`src/lntf_pkg.sv`:
```
package lntf_pkg;

   // Largest number of digits one transaction shows; larger counts saturate.
   localparam int MAX_DIGITS = 16;

   // Digit store indexing and the saturated digit count.
   localparam int DIG_IDX_W = (MAX_DIGITS > 1) ? $clog2(MAX_DIGITS) : 1;
   localparam int CNT_W     = $clog2(MAX_DIGITS + 1);
   localparam int CMP_W     = 6;

   // Field widths of the request and response channels.
   localparam int FUNC_W   = 2;
   localparam int LINE_W   = 2;
   localparam int COLUMN_W = 6;
   localparam int VALUE_W  = 16;
   localparam int DCOUNT_W = 5;
   localparam int BYTE_W   = 8;

   // Display controller bytes.
   localparam logic [BYTE_W-1:0] CMD_SET_CURSOR = 8'h80;
   localparam logic [BYTE_W-1:0] LINE2_OFFSET   = 8'h40;
   localparam logic [BYTE_W-1:0] CHAR_ZERO      = 8'h30;
   localparam logic [BYTE_W-1:0] CHAR_UPPER_A   = 8'h41;
   localparam logic [BYTE_W-1:0] CHAR_PLUS      = 8'h2B;
   localparam logic [BYTE_W-1:0] CHAR_MINUS     = 8'h2D;

   // Reciprocal of ten: x / 10 == (x * DIV10_MUL) >> DIV10_SHIFT for 16-bit x.
   localparam logic [15:0] DIV10_MUL   = 16'hCCCD;
   localparam int          DIV10_SHIFT = 19;

   typedef enum logic [FUNC_W-1:0] {
      FUNC_UDEC = 2'd0,
      FUNC_SDEC = 2'd1,
      FUNC_HEX  = 2'd2,
      FUNC_BIN  = 2'd3
   } func_type;

   localparam logic [LINE_W-1:0] LINE_ONE = 2'd1;
   localparam logic [LINE_W-1:0] LINE_TWO = 2'd2;

   typedef enum logic [1:0] {
      EMIT_CURSOR = 2'd0,
      EMIT_SIGN   = 2'd1,
      EMIT_DIGIT  = 2'd2
   } emit_type;

   typedef enum logic [2:0] {
      ST_IDLE   = 3'd0,
      ST_CONV   = 3'd1,
      ST_CURSOR = 3'd2,
      ST_SIGN   = 3'd3,
      ST_DIGIT  = 3'd4
   } state_type;

   typedef struct packed {
      logic     load;
      logic     conv_step;
      logic     out_load;
      emit_type emit_sel;
   } cmd_type;

   typedef struct packed {
      logic has_cursor;
      logic is_signed;
      logic cnt_zero;
      logic conv_done;
      logic last_digit;
      logic out_free;
   } status_type;

endpackage

```
`src/lntf_datapath.sv`:
```
module lntf_datapath (
   input  logic                           clock,
   input  logic                           reset,
   input  logic [31:0]                    req_tdata,
   input  lntf_pkg::cmd_type              cmd,
   output lntf_pkg::status_type           status,
   output logic                           rsp_tvalid,
   input  logic                           rsp_tready,
   output logic [7:0]                     rsp_tdata,
   output logic                           rsp_tlast,
   output logic                           rsp_tuser
);

   // Unpacked request fields.
   logic [lntf_pkg::FUNC_W-1:0]   req_func;
   logic [lntf_pkg::LINE_W-1:0]   req_line;
   logic [lntf_pkg::COLUMN_W-1:0] req_column;
   logic [lntf_pkg::VALUE_W-1:0]  req_value;
   logic [lntf_pkg::DCOUNT_W-1:0] req_digit_count;

   assign req_func        = req_tdata[1:0];
   assign req_line        = req_tdata[3:2];
   assign req_column      = req_tdata[9:4];
   assign req_value       = req_tdata[25:10];
   assign req_digit_count = req_tdata[30:26];

   // Held request.
   lntf_pkg::func_type               func_ff, func_in;
   logic [lntf_pkg::LINE_W-1:0]      line_ff, line_in;
   logic [lntf_pkg::COLUMN_W-1:0]    column_ff, column_in;
   logic [lntf_pkg::CNT_W-1:0]       cnt_ff, cnt_in;
   logic                             neg_ff, neg_in;
   logic [lntf_pkg::VALUE_W-1:0]     work_ff, work_in;
   logic [lntf_pkg::CNT_W-1:0]       idx_ff, idx_in;
   logic [3:0]                       digit_ff [lntf_pkg::MAX_DIGITS];

   // Output register.
   logic                             rsp_valid_ff, rsp_valid_in;
   logic [lntf_pkg::BYTE_W-1:0]      rsp_byte_ff, rsp_byte_in;
   logic                             rsp_last_ff, rsp_last_in;
   logic                             rsp_is_data_ff, rsp_is_data_in;

   logic [lntf_pkg::CMP_W-1:0]       dc_ext;
   logic [lntf_pkg::VALUE_W-1:0]     mag;
   logic [31:0]                      prod;
   logic [lntf_pkg::VALUE_W-1:0]     quot;
   logic [lntf_pkg::VALUE_W-1:0]     quot10;
   logic [lntf_pkg::VALUE_W-1:0]     rem_full;
   logic [3:0]                       rem;
   logic [lntf_pkg::CNT_W-1:0]       idx_dec;
   logic [3:0]                       emit_digit;
   logic [lntf_pkg::BYTE_W-1:0]      digit_char;
   logic [lntf_pkg::BYTE_W-1:0]      cursor_pos;
   logic                             out_free;

   // One digit per step, least significant first.
   always_comb begin
      prod     = 32'(work_ff) * 32'(lntf_pkg::DIV10_MUL);
      quot     = 16'(prod >> lntf_pkg::DIV10_SHIFT);
      quot10   = 16'({quot, 3'b000}) + 16'({quot, 1'b0});
      rem_full = work_ff - quot10;
      rem      = rem_full[3:0];
      case (func_ff)
         lntf_pkg::FUNC_HEX: begin
            quot = {4'b0000, work_ff[15:4]};
            rem  = work_ff[3:0];
         end
         lntf_pkg::FUNC_BIN: begin
            quot = {1'b0, work_ff[15:1]};
            rem  = {3'b000, work_ff[0]};
         end
         default: begin
         end
      endcase
   end

   always_comb begin
      dc_ext     = lntf_pkg::CMP_W'(req_digit_count);
      mag        = req_value[15] ? 16'(~req_value + 16'd1) : req_value;
      idx_dec    = idx_ff - lntf_pkg::CNT_W'(1);
      emit_digit = digit_ff[idx_dec[lntf_pkg::DIG_IDX_W-1:0]];
      if (emit_digit < 4'd10) begin
         digit_char = lntf_pkg::CHAR_ZERO + {4'b0000, emit_digit};
      end else begin
         digit_char = lntf_pkg::CHAR_UPPER_A + {4'b0000, emit_digit} - 8'd10;
      end
      cursor_pos = 8'(column_ff) + 8'hFF;
      if (line_ff == lntf_pkg::LINE_TWO) begin
         cursor_pos = cursor_pos + lntf_pkg::LINE2_OFFSET;
      end
      out_free = !rsp_valid_ff || rsp_tready;
   end

   always_comb begin
      func_in   = func_ff;
      line_in   = line_ff;
      column_in = column_ff;
      cnt_in    = cnt_ff;
      neg_in    = neg_ff;
      work_in   = work_ff;
      idx_in    = idx_ff;
      if (cmd.load) begin
         func_in   = lntf_pkg::func_type'(req_func);
         line_in   = req_line;
         column_in = req_column;
         if (dc_ext > lntf_pkg::CMP_W'(lntf_pkg::MAX_DIGITS)) begin
            cnt_in = lntf_pkg::CNT_W'(lntf_pkg::MAX_DIGITS);
         end else begin
            cnt_in = lntf_pkg::CNT_W'(dc_ext);
         end
         neg_in  = req_value[15];
         work_in = (lntf_pkg::func_type'(req_func) == lntf_pkg::FUNC_SDEC) ? mag : req_value;
         idx_in  = '0;
      end else if (cmd.conv_step) begin
         work_in = quot;
         idx_in  = idx_ff + lntf_pkg::CNT_W'(1);
      end else if (cmd.out_load && cmd.emit_sel == lntf_pkg::EMIT_DIGIT) begin
         idx_in = idx_dec;
      end
   end

   always_comb begin
      rsp_valid_in   = rsp_valid_ff && !rsp_tready;
      rsp_byte_in    = rsp_byte_ff;
      rsp_last_in    = rsp_last_ff;
      rsp_is_data_in = rsp_is_data_ff;
      if (cmd.out_load) begin
         rsp_valid_in = 1'b1;
         case (cmd.emit_sel)
            lntf_pkg::EMIT_CURSOR: begin
               rsp_byte_in    = lntf_pkg::CMD_SET_CURSOR | cursor_pos;
               rsp_is_data_in = 1'b0;
               rsp_last_in    = (func_ff != lntf_pkg::FUNC_SDEC) && (cnt_ff == '0);
            end
            lntf_pkg::EMIT_SIGN: begin
               rsp_byte_in    = neg_ff ? lntf_pkg::CHAR_MINUS : lntf_pkg::CHAR_PLUS;
               rsp_is_data_in = 1'b1;
               rsp_last_in    = (cnt_ff == '0);
            end
            default: begin
               rsp_byte_in    = digit_char;
               rsp_is_data_in = 1'b1;
               rsp_last_in    = (idx_ff == lntf_pkg::CNT_W'(1));
            end
         endcase
      end
   end

   always_ff @(posedge clock) begin
      if (reset) begin
         rsp_valid_ff <= 1'b0;
      end else begin
         rsp_valid_ff <= rsp_valid_in;
      end
   end

   always_ff @(posedge clock) begin
      func_ff        <= func_in;
      line_ff        <= line_in;
      column_ff      <= column_in;
      cnt_ff         <= cnt_in;
      neg_ff         <= neg_in;
      work_ff        <= work_in;
      idx_ff         <= idx_in;
      rsp_byte_ff    <= rsp_byte_in;
      rsp_last_ff    <= rsp_last_in;
      rsp_is_data_ff <= rsp_is_data_in;
      if (cmd.conv_step) begin
         digit_ff[idx_ff[lntf_pkg::DIG_IDX_W-1:0]] <= rem;
      end
   end

   assign status.has_cursor = (line_ff == lntf_pkg::LINE_ONE) || (line_ff == lntf_pkg::LINE_TWO);
   assign status.is_signed  = (func_ff == lntf_pkg::FUNC_SDEC);
   assign status.cnt_zero   = (cnt_ff == '0);
   assign status.conv_done  = (idx_ff == cnt_ff);
   assign status.last_digit = (idx_ff == lntf_pkg::CNT_W'(1));
   assign status.out_free   = out_free;

   assign rsp_tvalid = rsp_valid_ff;
   assign rsp_tdata  = rsp_byte_ff;
   assign rsp_tlast  = rsp_last_ff;
   assign rsp_tuser  = rsp_is_data_ff;

endmodule

```
`src/lntf_ctrl.sv`:
```
module lntf_ctrl (
   input  logic                   clock,
   input  logic                   reset,
   input  logic                   req_tvalid,
   output logic                   req_tready,
   input  lntf_pkg::status_type   status,
   output lntf_pkg::cmd_type      cmd
);

   lntf_pkg::state_type state_ff, state_in;

   always_comb begin
      state_in = state_ff;
      case (state_ff)
         lntf_pkg::ST_IDLE: begin
            if (req_tvalid) begin
               state_in = lntf_pkg::ST_CONV;
            end
         end
         lntf_pkg::ST_CONV: begin
            if (status.conv_done) begin
               if (status.has_cursor) begin
                  state_in = lntf_pkg::ST_CURSOR;
               end else if (status.is_signed) begin
                  state_in = lntf_pkg::ST_SIGN;
               end else if (!status.cnt_zero) begin
                  state_in = lntf_pkg::ST_DIGIT;
               end else begin
                  state_in = lntf_pkg::ST_IDLE;
               end
            end
         end
         lntf_pkg::ST_CURSOR: begin
            if (status.out_free) begin
               if (status.is_signed) begin
                  state_in = lntf_pkg::ST_SIGN;
               end else if (!status.cnt_zero) begin
                  state_in = lntf_pkg::ST_DIGIT;
               end else begin
                  state_in = lntf_pkg::ST_IDLE;
               end
            end
         end
         lntf_pkg::ST_SIGN: begin
            if (status.out_free) begin
               state_in = status.cnt_zero ? lntf_pkg::ST_IDLE : lntf_pkg::ST_DIGIT;
            end
         end
         lntf_pkg::ST_DIGIT: begin
            if (status.out_free && status.last_digit) begin
               state_in = lntf_pkg::ST_IDLE;
            end
         end
         default: begin
            state_in = lntf_pkg::ST_IDLE;
         end
      endcase
   end

   always_comb begin
      req_tready    = 1'b0;
      cmd.load      = 1'b0;
      cmd.conv_step = 1'b0;
      cmd.out_load  = 1'b0;
      cmd.emit_sel  = lntf_pkg::EMIT_DIGIT;
      case (state_ff)
         lntf_pkg::ST_IDLE: begin
            req_tready = 1'b1;
            cmd.load   = req_tvalid;
         end
         lntf_pkg::ST_CONV: begin
            cmd.conv_step = !status.conv_done;
         end
         lntf_pkg::ST_CURSOR: begin
            cmd.out_load = status.out_free;
            cmd.emit_sel = lntf_pkg::EMIT_CURSOR;
         end
         lntf_pkg::ST_SIGN: begin
            cmd.out_load = status.out_free;
            cmd.emit_sel = lntf_pkg::EMIT_SIGN;
         end
         lntf_pkg::ST_DIGIT: begin
            cmd.out_load = status.out_free;
            cmd.emit_sel = lntf_pkg::EMIT_DIGIT;
         end
         default: begin
         end
      endcase
   end

   always_ff @(posedge clock) begin
      if (reset) begin
         state_ff <= lntf_pkg::ST_IDLE;
      end else begin
         state_ff <= state_in;
      end
   end

endmodule

```
`src/lcd_number_text_formatter_top.sv`:
```
// Formats one 16-bit number per request transaction as the byte stream a
// character LCD controller expects: a set-cursor command (only for line 1 or
// 2), a '+' or '-' for signed decimal, then digit_count digits (saturated to
// 16), most significant first, in unsigned decimal, signed decimal, upper-case
// hex or binary. Each response transaction carries one byte in rsp_tdata,
// rsp_tuser high for character data and low for a command, and rsp_tlast on
// the final byte. A request with nothing to show produces no response at all.
// One request is in flight at a time: after acceptance the digit extractor
// works out the requested digits one per step, then each byte leaves through
// the output register at most once a cycle, as the sink allows. The next
// request is accepted while the final byte still waits.
module lcd_number_text_formatter_top (
   input  logic        clock,
   input  logic        reset,
   // Request channel.
   input  logic        req_tvalid,
   output logic        req_tready,
   input  logic [31:0] req_tdata,   // func[1:0], line[3:2], column[9:4],
                                    // value[25:10], digit_count[30:26], zero[31]
   // Response channel.
   output logic        rsp_tvalid,
   input  logic        rsp_tready,
   output logic [7:0]  rsp_tdata,   // out_byte[7:0]
   output logic        rsp_tlast,   // last byte of the request
   output logic        rsp_tuser    // is_data[0]
);

   lntf_pkg::cmd_type    cmd;
   lntf_pkg::status_type status;

   // Sequence the cursor, sign and digit bytes.
   lntf_ctrl u_ctrl (
      .clock      (clock),
      .reset      (reset),
      .req_tvalid (req_tvalid),
      .req_tready (req_tready),
      .status     (status),
      .cmd        (cmd)
   );

   // Hold the request, extract digits, drive the output register.
   lntf_datapath u_datapath (
      .clock      (clock),
      .reset      (reset),
      .req_tdata  (req_tdata),
      .cmd        (cmd),
      .status     (status),
      .rsp_tvalid (rsp_tvalid),
      .rsp_tready (rsp_tready),
      .rsp_tdata  (rsp_tdata),
      .rsp_tlast  (rsp_tlast),
      .rsp_tuser  (rsp_tuser)
   );

endmodule

```
`config.mk`:
```
export PLATFORM = sky130hd
export DESIGN_NAME = lcd_number_text_formatter_top
export DESIGN_NICKNAME = d
export VERILOG_FILES = /design/src/lntf_pkg.sv /design/src/lntf_datapath.sv /design/src/lntf_ctrl.sv /design/src/lcd_number_text_formatter_top.sv
export SDC_FILE = /design/constraint.sdc
export NUM_CORES = 1
export LEC_CHECK = 0
export ABC_AREA = 1
export BUFFER_PORTS_ARGS = -buffer_cell sky130_fd_sc_hd__buf_4
export CAP_MARGIN = 15
export CORE_MARGIN = 5
export CORE_UTILIZATION = 64
export CTS_CLUSTER_DIAMETER = 100
export DETAILED_ROUTE_END_ITERATION = 10
export PLACE_DENSITY = 0.82
export SYNTH_ARGS = -nofsm -noshare
export SYNTH_HDL_FRONTEND = slang
export SYNTH_SLANG_ARGS = --single-unit
```
`constraint.sdc`:
```
create_clock -name clock -period 8.55 [get_ports clock]
set_input_delay 1.71 -clock clock [delete_from_list [all_inputs] [get_ports clock]]
set_output_delay 1.71 -clock clock [all_outputs]
set_load 0.01 [all_outputs]
```
==> results by stage <==
Synthesis:
- The multiplexer fraction of the synthesized cell area is 0%.
- The predominant post-synthesis flop cell is sky130_fd_sc_hd__edfxtp_1.
- The register bit count reported by yosys is 115.
- Counting every net in the synthesized netlist gives 1550.
- The count of flip-flops with a built-in enable after synthesis is 106.
- After Yosys synthesis, full adders, half adders and majority gates account for 30.60% of the synthesized area.
- Summing the areas of all and, or, nand and nor instances in the mapped netlist gives 17.57% of the synthesized area.
- Summing the areas of all xor and xnor instances in the mapped netlist gives 2.156% of the synthesized area.
- The main combinational cell family by area after synthesis is adder cells.
- Each instance of the synthesized netlist takes up on average 8.584 um2.
- Of the synthesized area, sequential elements account for 30.35%.
- Synthesis handed over a netlist of 1291 instances.
- The count of different cell masters after synthesis is 53.
- The share of flip-flops with an asynchronous set or reset is 0%.
- After synthesis the cells add up to 11080 um2.
- The total number of yosys warnings is 0.
- The complex-gate fraction of the synthesized area is 8.739%.

Finish:
- Fill cells in the final layout number 1272.
- The ratio of cells with drive above 1 in the final layout is 8.180%.
- Leaving out fill and tap cells, the most frequent cells in the layout are sky130_fd_sc_hd__inv_1 (267), sky130_fd_sc_hd__nand2_1 (231), sky130_fd_sc_hd__ha_1 (143).
- Relative to the synthesized area, the layout overhead comes to 10.24%.
- The antenna diode count is 0.
- The multi-input combinational cells in the finished layout cover a total of 6545 um2.
- In the final design database the tool counted 1603 nets.
- Leaving out fill and tap cells, the most frequent cell in the layout is sky130_fd_sc_hd__inv_1.
- The sequential cell area in the final layout is 3363 um2.

Global route:
- The largest net degree at the start of global routing is 40.
- The number of antenna violations at the first check in global routing came to 0.
- The total congestion overflow after global routing is 0.
- The via count of the first global-routing pass is 8870.
- The first global-routing pass estimated 44670 um of wire.
- The overall routing resource usage is 28.63%.

Die:
- The total number of placement rows is 48.
- The die outline width is 141.6 um.
- From bottom edge to top edge, the die measures 141.6 um.
- The core region is 17120 um2.
- For this design the top-level I/O count stands at 48.
- The initial standard-cell utilization of the core is 64.74%.
- The die area is 20050 um2.

CTS:
- The number of clock buffers inserted by TritonCTS is 17.
- The clock latency reported for the late side of the worst-skew pair is 410 ps.
- TritonCTS built the clock tree.
- Post-CTS repair changed the size of 0 cells.
- CTS saw 115 sinks.
- The clock-pin transition on the worst setup and hold timing paths is 60 ps.
- Clock tree synthesis selected as its root buffer the cell sky130_fd_sc_hd__clkbuf_16.
- The clock passes through at most 2 buffers.
- The number of hold buffers added after CTS is 0.
- The H-tree generated during clock tree synthesis spans 4 levels.
- Once the clock tree was built, the setup fixing pass inserted 0 buffers.

STA:
- After layout, the minimum clock period comes to 6830 ps.
- The post-route clock period utilization is 79.88%.
- The max-slew violation total from the final report was 0.
- The transition time at the pin with the least slew margin is 981.2 ps.
- On the final layout, the worst clock skew is 8.155 ps.
- The hold violation count in the final report came to 0.
- Setup repair after global routing left no endpoint under its margin.
- For the final routed database, the setup TNS stands at 0 ps.
- Setup violations remaining at the end of the flow were counted as 0.
- The highest achievable clock rate is 146.4 MHz.
- The relative max-transition margin is 34.59%.

Critical path:
- In this run the worst path has a maximum fanout of 16.
- The critical-path cell with the highest stage delay is sky130_fd_sc_hd__fa_1.
- Counting cells, the worst reg-to-reg path comes to 24.
- The data required time at the worst endpoint is 8580 ps.
- The kind of end point of the critical path is a flip-flop.
- The data arrival time of the critical path is 6860 ps.
- The critical path goes through ha_1, fa_1, inv_1, fa_1, fa_1, inv_1, fa_1, inv_1, fa_1, inv_1, ha_1, a21oi_1, o21a_1, nand2_1, inv_1, nand3_1, and2_1, ha_1, xnor2_1, nand3_1, nand2_1, nand2_1, nand3_1, nand2_1.
- The stage delay of the slowest cell on the critical path is 570 ps.
- The reg-to-reg setup timing slack is 1720 ps.
- The worst register-to-register path begins at u_datapath.work_ff[4]$_DFFE_PP_.
- The critical path in this run is classified as flip-flop to flip-flop.
- STA classifies the critical path startpoint as a flip-flop.
- The reg-to-reg endpoint is u_datapath.digit_ff[6][3]$_DFFE_PP_.

Detailed routing:
- Dividing the detail-routed wire length by the instance count gives 17.74 um.
- The count of antenna-violating nets left after detailed routing is 0.
- The highest metal layer carrying signal wires in the routed design is met4.
- Detailed routing placed a total of 1670 um of wire on met3.
- The met1 wire length is 10660 um.
- The final wirelength is 28060 um.
- The first routing iteration left 783 violations.
- The first detailed-routing pass ran for 7 iterations.
- The via density per instance is 5.690.
- The routed design uses 14050 um of met2 wire.
- The residual DRC count is 0.
- The routed layout has 9001 vias.

Worst hold path:
- The worst hold path belongs to the class flip-flop to flip-flop.
- The source of the worst hold timing path is u_datapath.idx_ff[4]$_SDFFE_PP0P_.
- The destination of the worst hold path is u_datapath.idx_ff[4]$_SDFFE_PP0P_.
- The worst hold path passes through 3 cells.

Place:
- The HPWL after detailed placement is 22240 um.
- The final weighted congestion of routability-driven global placement is 0.9758.
- In this run the tool buffered the top-level ports with 46 buffer cells.

Run:
- Across the run, the number of max-cap violations was 0.

Status:
- The flow ran to the end, and the final reports show no timing, DRC or antenna violations.
[cell type report]
cell class                 count  share of cell area, %
clock inverter                15                  1.331
tap                          225                  2.304
multi-input combinational    880                  53.57
clock buffer                  17                  3.482
sequential                   115                  27.53
inverter                     278                  8.583
timing repair buffer          52                  3.195
[worst max path at each step]
stage                                    start                                  end
6_report       u_datapath.work_ff[4]$_DFFE_PP_  u_datapath.digit_ff[6][3]$_DFFE_PP_
5_1_grt        u_datapath.work_ff[5]$_DFFE_PP_  u_datapath.digit_ff[6][3]$_DFFE_PP_
4_1_cts        u_datapath.work_ff[4]$_DFFE_PP_  u_datapath.digit_ff[4][2]$_DFFE_PP_
3_5_place_dp   u_datapath.work_ff[4]$_DFFE_PP_  u_datapath.digit_ff[4][2]$_DFFE_PP_
3_3_place_gp   u_datapath.work_ff[4]$_DFFE_PP_  u_datapath.digit_ff[4][2]$_DFFE_PP_
2_1_floorplan  u_datapath.work_ff[4]$_DFFE_PP_  u_datapath.digit_ff[0][2]$_DFFE_PP_
[worst max-delay path: cells and delay by family, from the launching register on]
| kind | cells | cell delay [ps] |
|---|---|---|
| AO/OA/AOI/OAI | 2 | 460 |
| buffers and inverters | 5 | 310 |
| XOR/XNOR | 1 | 340 |
| adder cells (fa/ha/maj) | 8 | 3690 |
| AND/OR/NAND/NOR | 8 | 1080 |
| flip-flops | 1 | 560 |
[Yosys cell counts (2+ instances only)]
| cell | n | area, um2 |
|---|---|---|
| sky130_fd_sc_hd__xnor2_1 | 7 | 61.31 |
| sky130_fd_sc_hd__clkbuf_1 | 2 | 7.510 |
| sky130_fd_sc_hd__o21ai_1 | 6 | 30.03 |
| sky130_fd_sc_hd__a221oi_1 | 4 | 35.03 |
| sky130_fd_sc_hd__nor2_1 | 134 | 503.0 |
| sky130_fd_sc_hd__buf_2 | 5 | 25.02 |
| sky130_fd_sc_hd__a21boi_0 | 2 | 15.01 |
| sky130_fd_sc_hd__xor2_1 | 14 | 122.6 |
| sky130_fd_sc_hd__inv_4 | 2 | 12.51 |
| sky130_fd_sc_hd__nor3_1 | 13 | 65.06 |
| sky130_fd_sc_hd__o21bai_1 | 5 | 37.54 |
| sky130_fd_sc_hd__o21a_1 | 3 | 22.52 |
| sky130_fd_sc_hd__a21o_1 | 3 | 22.52 |
| sky130_fd_sc_hd__nor2_2 | 4 | 25.02 |
| sky130_fd_sc_hd__inv_1 | 267 | 1002 |
| sky130_fd_sc_hd__edfxtp_1 | 106 | 3183 |
| sky130_fd_sc_hd__o22ai_1 | 6 | 37.54 |
| sky130_fd_sc_hd__ha_1 | 143 | 1789 |
| sky130_fd_sc_hd__a311oi_1 | 2 | 17.52 |
| sky130_fd_sc_hd__nand3_1 | 64 | 320.3 |
| sky130_fd_sc_hd__a21oi_1 | 44 | 220.2 |
| sky130_fd_sc_hd__o21ai_0 | 62 | 310.3 |
| sky130_fd_sc_hd__a31oi_1 | 2 | 12.51 |
| sky130_fd_sc_hd__inv_2 | 7 | 26.28 |
| sky130_fd_sc_hd__and2_1 | 2 | 12.51 |
| sky130_fd_sc_hd__fa_1 | 80 | 1602 |
| sky130_fd_sc_hd__or2_2 | 2 | 12.51 |
| sky130_fd_sc_hd__buf_6 | 5 | 56.30 |
| sky130_fd_sc_hd__nand2_1 | 231 | 867.1 |
| sky130_fd_sc_hd__clkinv_1 | 2 | 7.510 |
| sky130_fd_sc_hd__clkbuf_2 | 2 | 10.01 |
| sky130_fd_sc_hd__a22oi_1 | 2 | 15.01 |
| sky130_fd_sc_hd__nand2_2 | 4 | 25.02 |
| sky130_fd_sc_hd__o211ai_1 | 18 | 135.1 |
| sky130_fd_sc_hd__buf_4 | 3 | 22.52 |
| sky130_fd_sc_hd__nor2_4 | 3 | 33.78 |
| sky130_fd_sc_hd__dfxtp_1 | 9 | 180.2 |
| sky130_fd_sc_hd__nand4_1 | 6 | 37.54 |
[logic make-up (layout without fill, tap and decap cells)]
| logic type | Yosys count | after routing |
|---|---|---|
| xor gates and xnor gates | 23 | 23 |
| adders and majority gates | 223 | 223 |
| and+or+nand+nor | 468 | 468 |
| buffers and inverters | 296 | 362 |
| AOI/OAI and AO/OA | 166 | 166 |
| DFF | 115 | 115 |
[per-layer routing]
layer | GRT usage, % | vias to the layer above
li1 | - | 4270
met1 | 34.27 | 4236
met2 | 49.45 | 400
met3 | 4.213 | 95
met4 | 16.06 | 0
met5 | 0 | -
[through the flow]
step	hold WS [ps]	std cells	setup WS, ps	cell area, um2	utilization (%)
after floorplan	522.6	1291	2662	11080	-
after global placement	577.4	1549	1726	11620	67.89
after detailed placement	593.1	1549	1610	11620	67.89
after CTS	603.2	1581	1574	12210	71.33
after global routing	630.3	1582	1288	12220	71.37
final	605.9	1582	1720	12220	71.37
[sequential cells by signal, indices dropped and copies added (netlist names), 3 cells and up]
signal	cells
u_datapath.cnt_ff	5
u_datapath.column_ff	6
u_datapath.idx_ff	5
u_datapath.digit_ff	64
u_datapath.work_ff	16
u_ctrl.state_ff	3
u_datapath.rsp_tdata	8
Power is not shown: default switching activity piles up to over one toggle a cycle in this logic, so the estimate is an artifact.
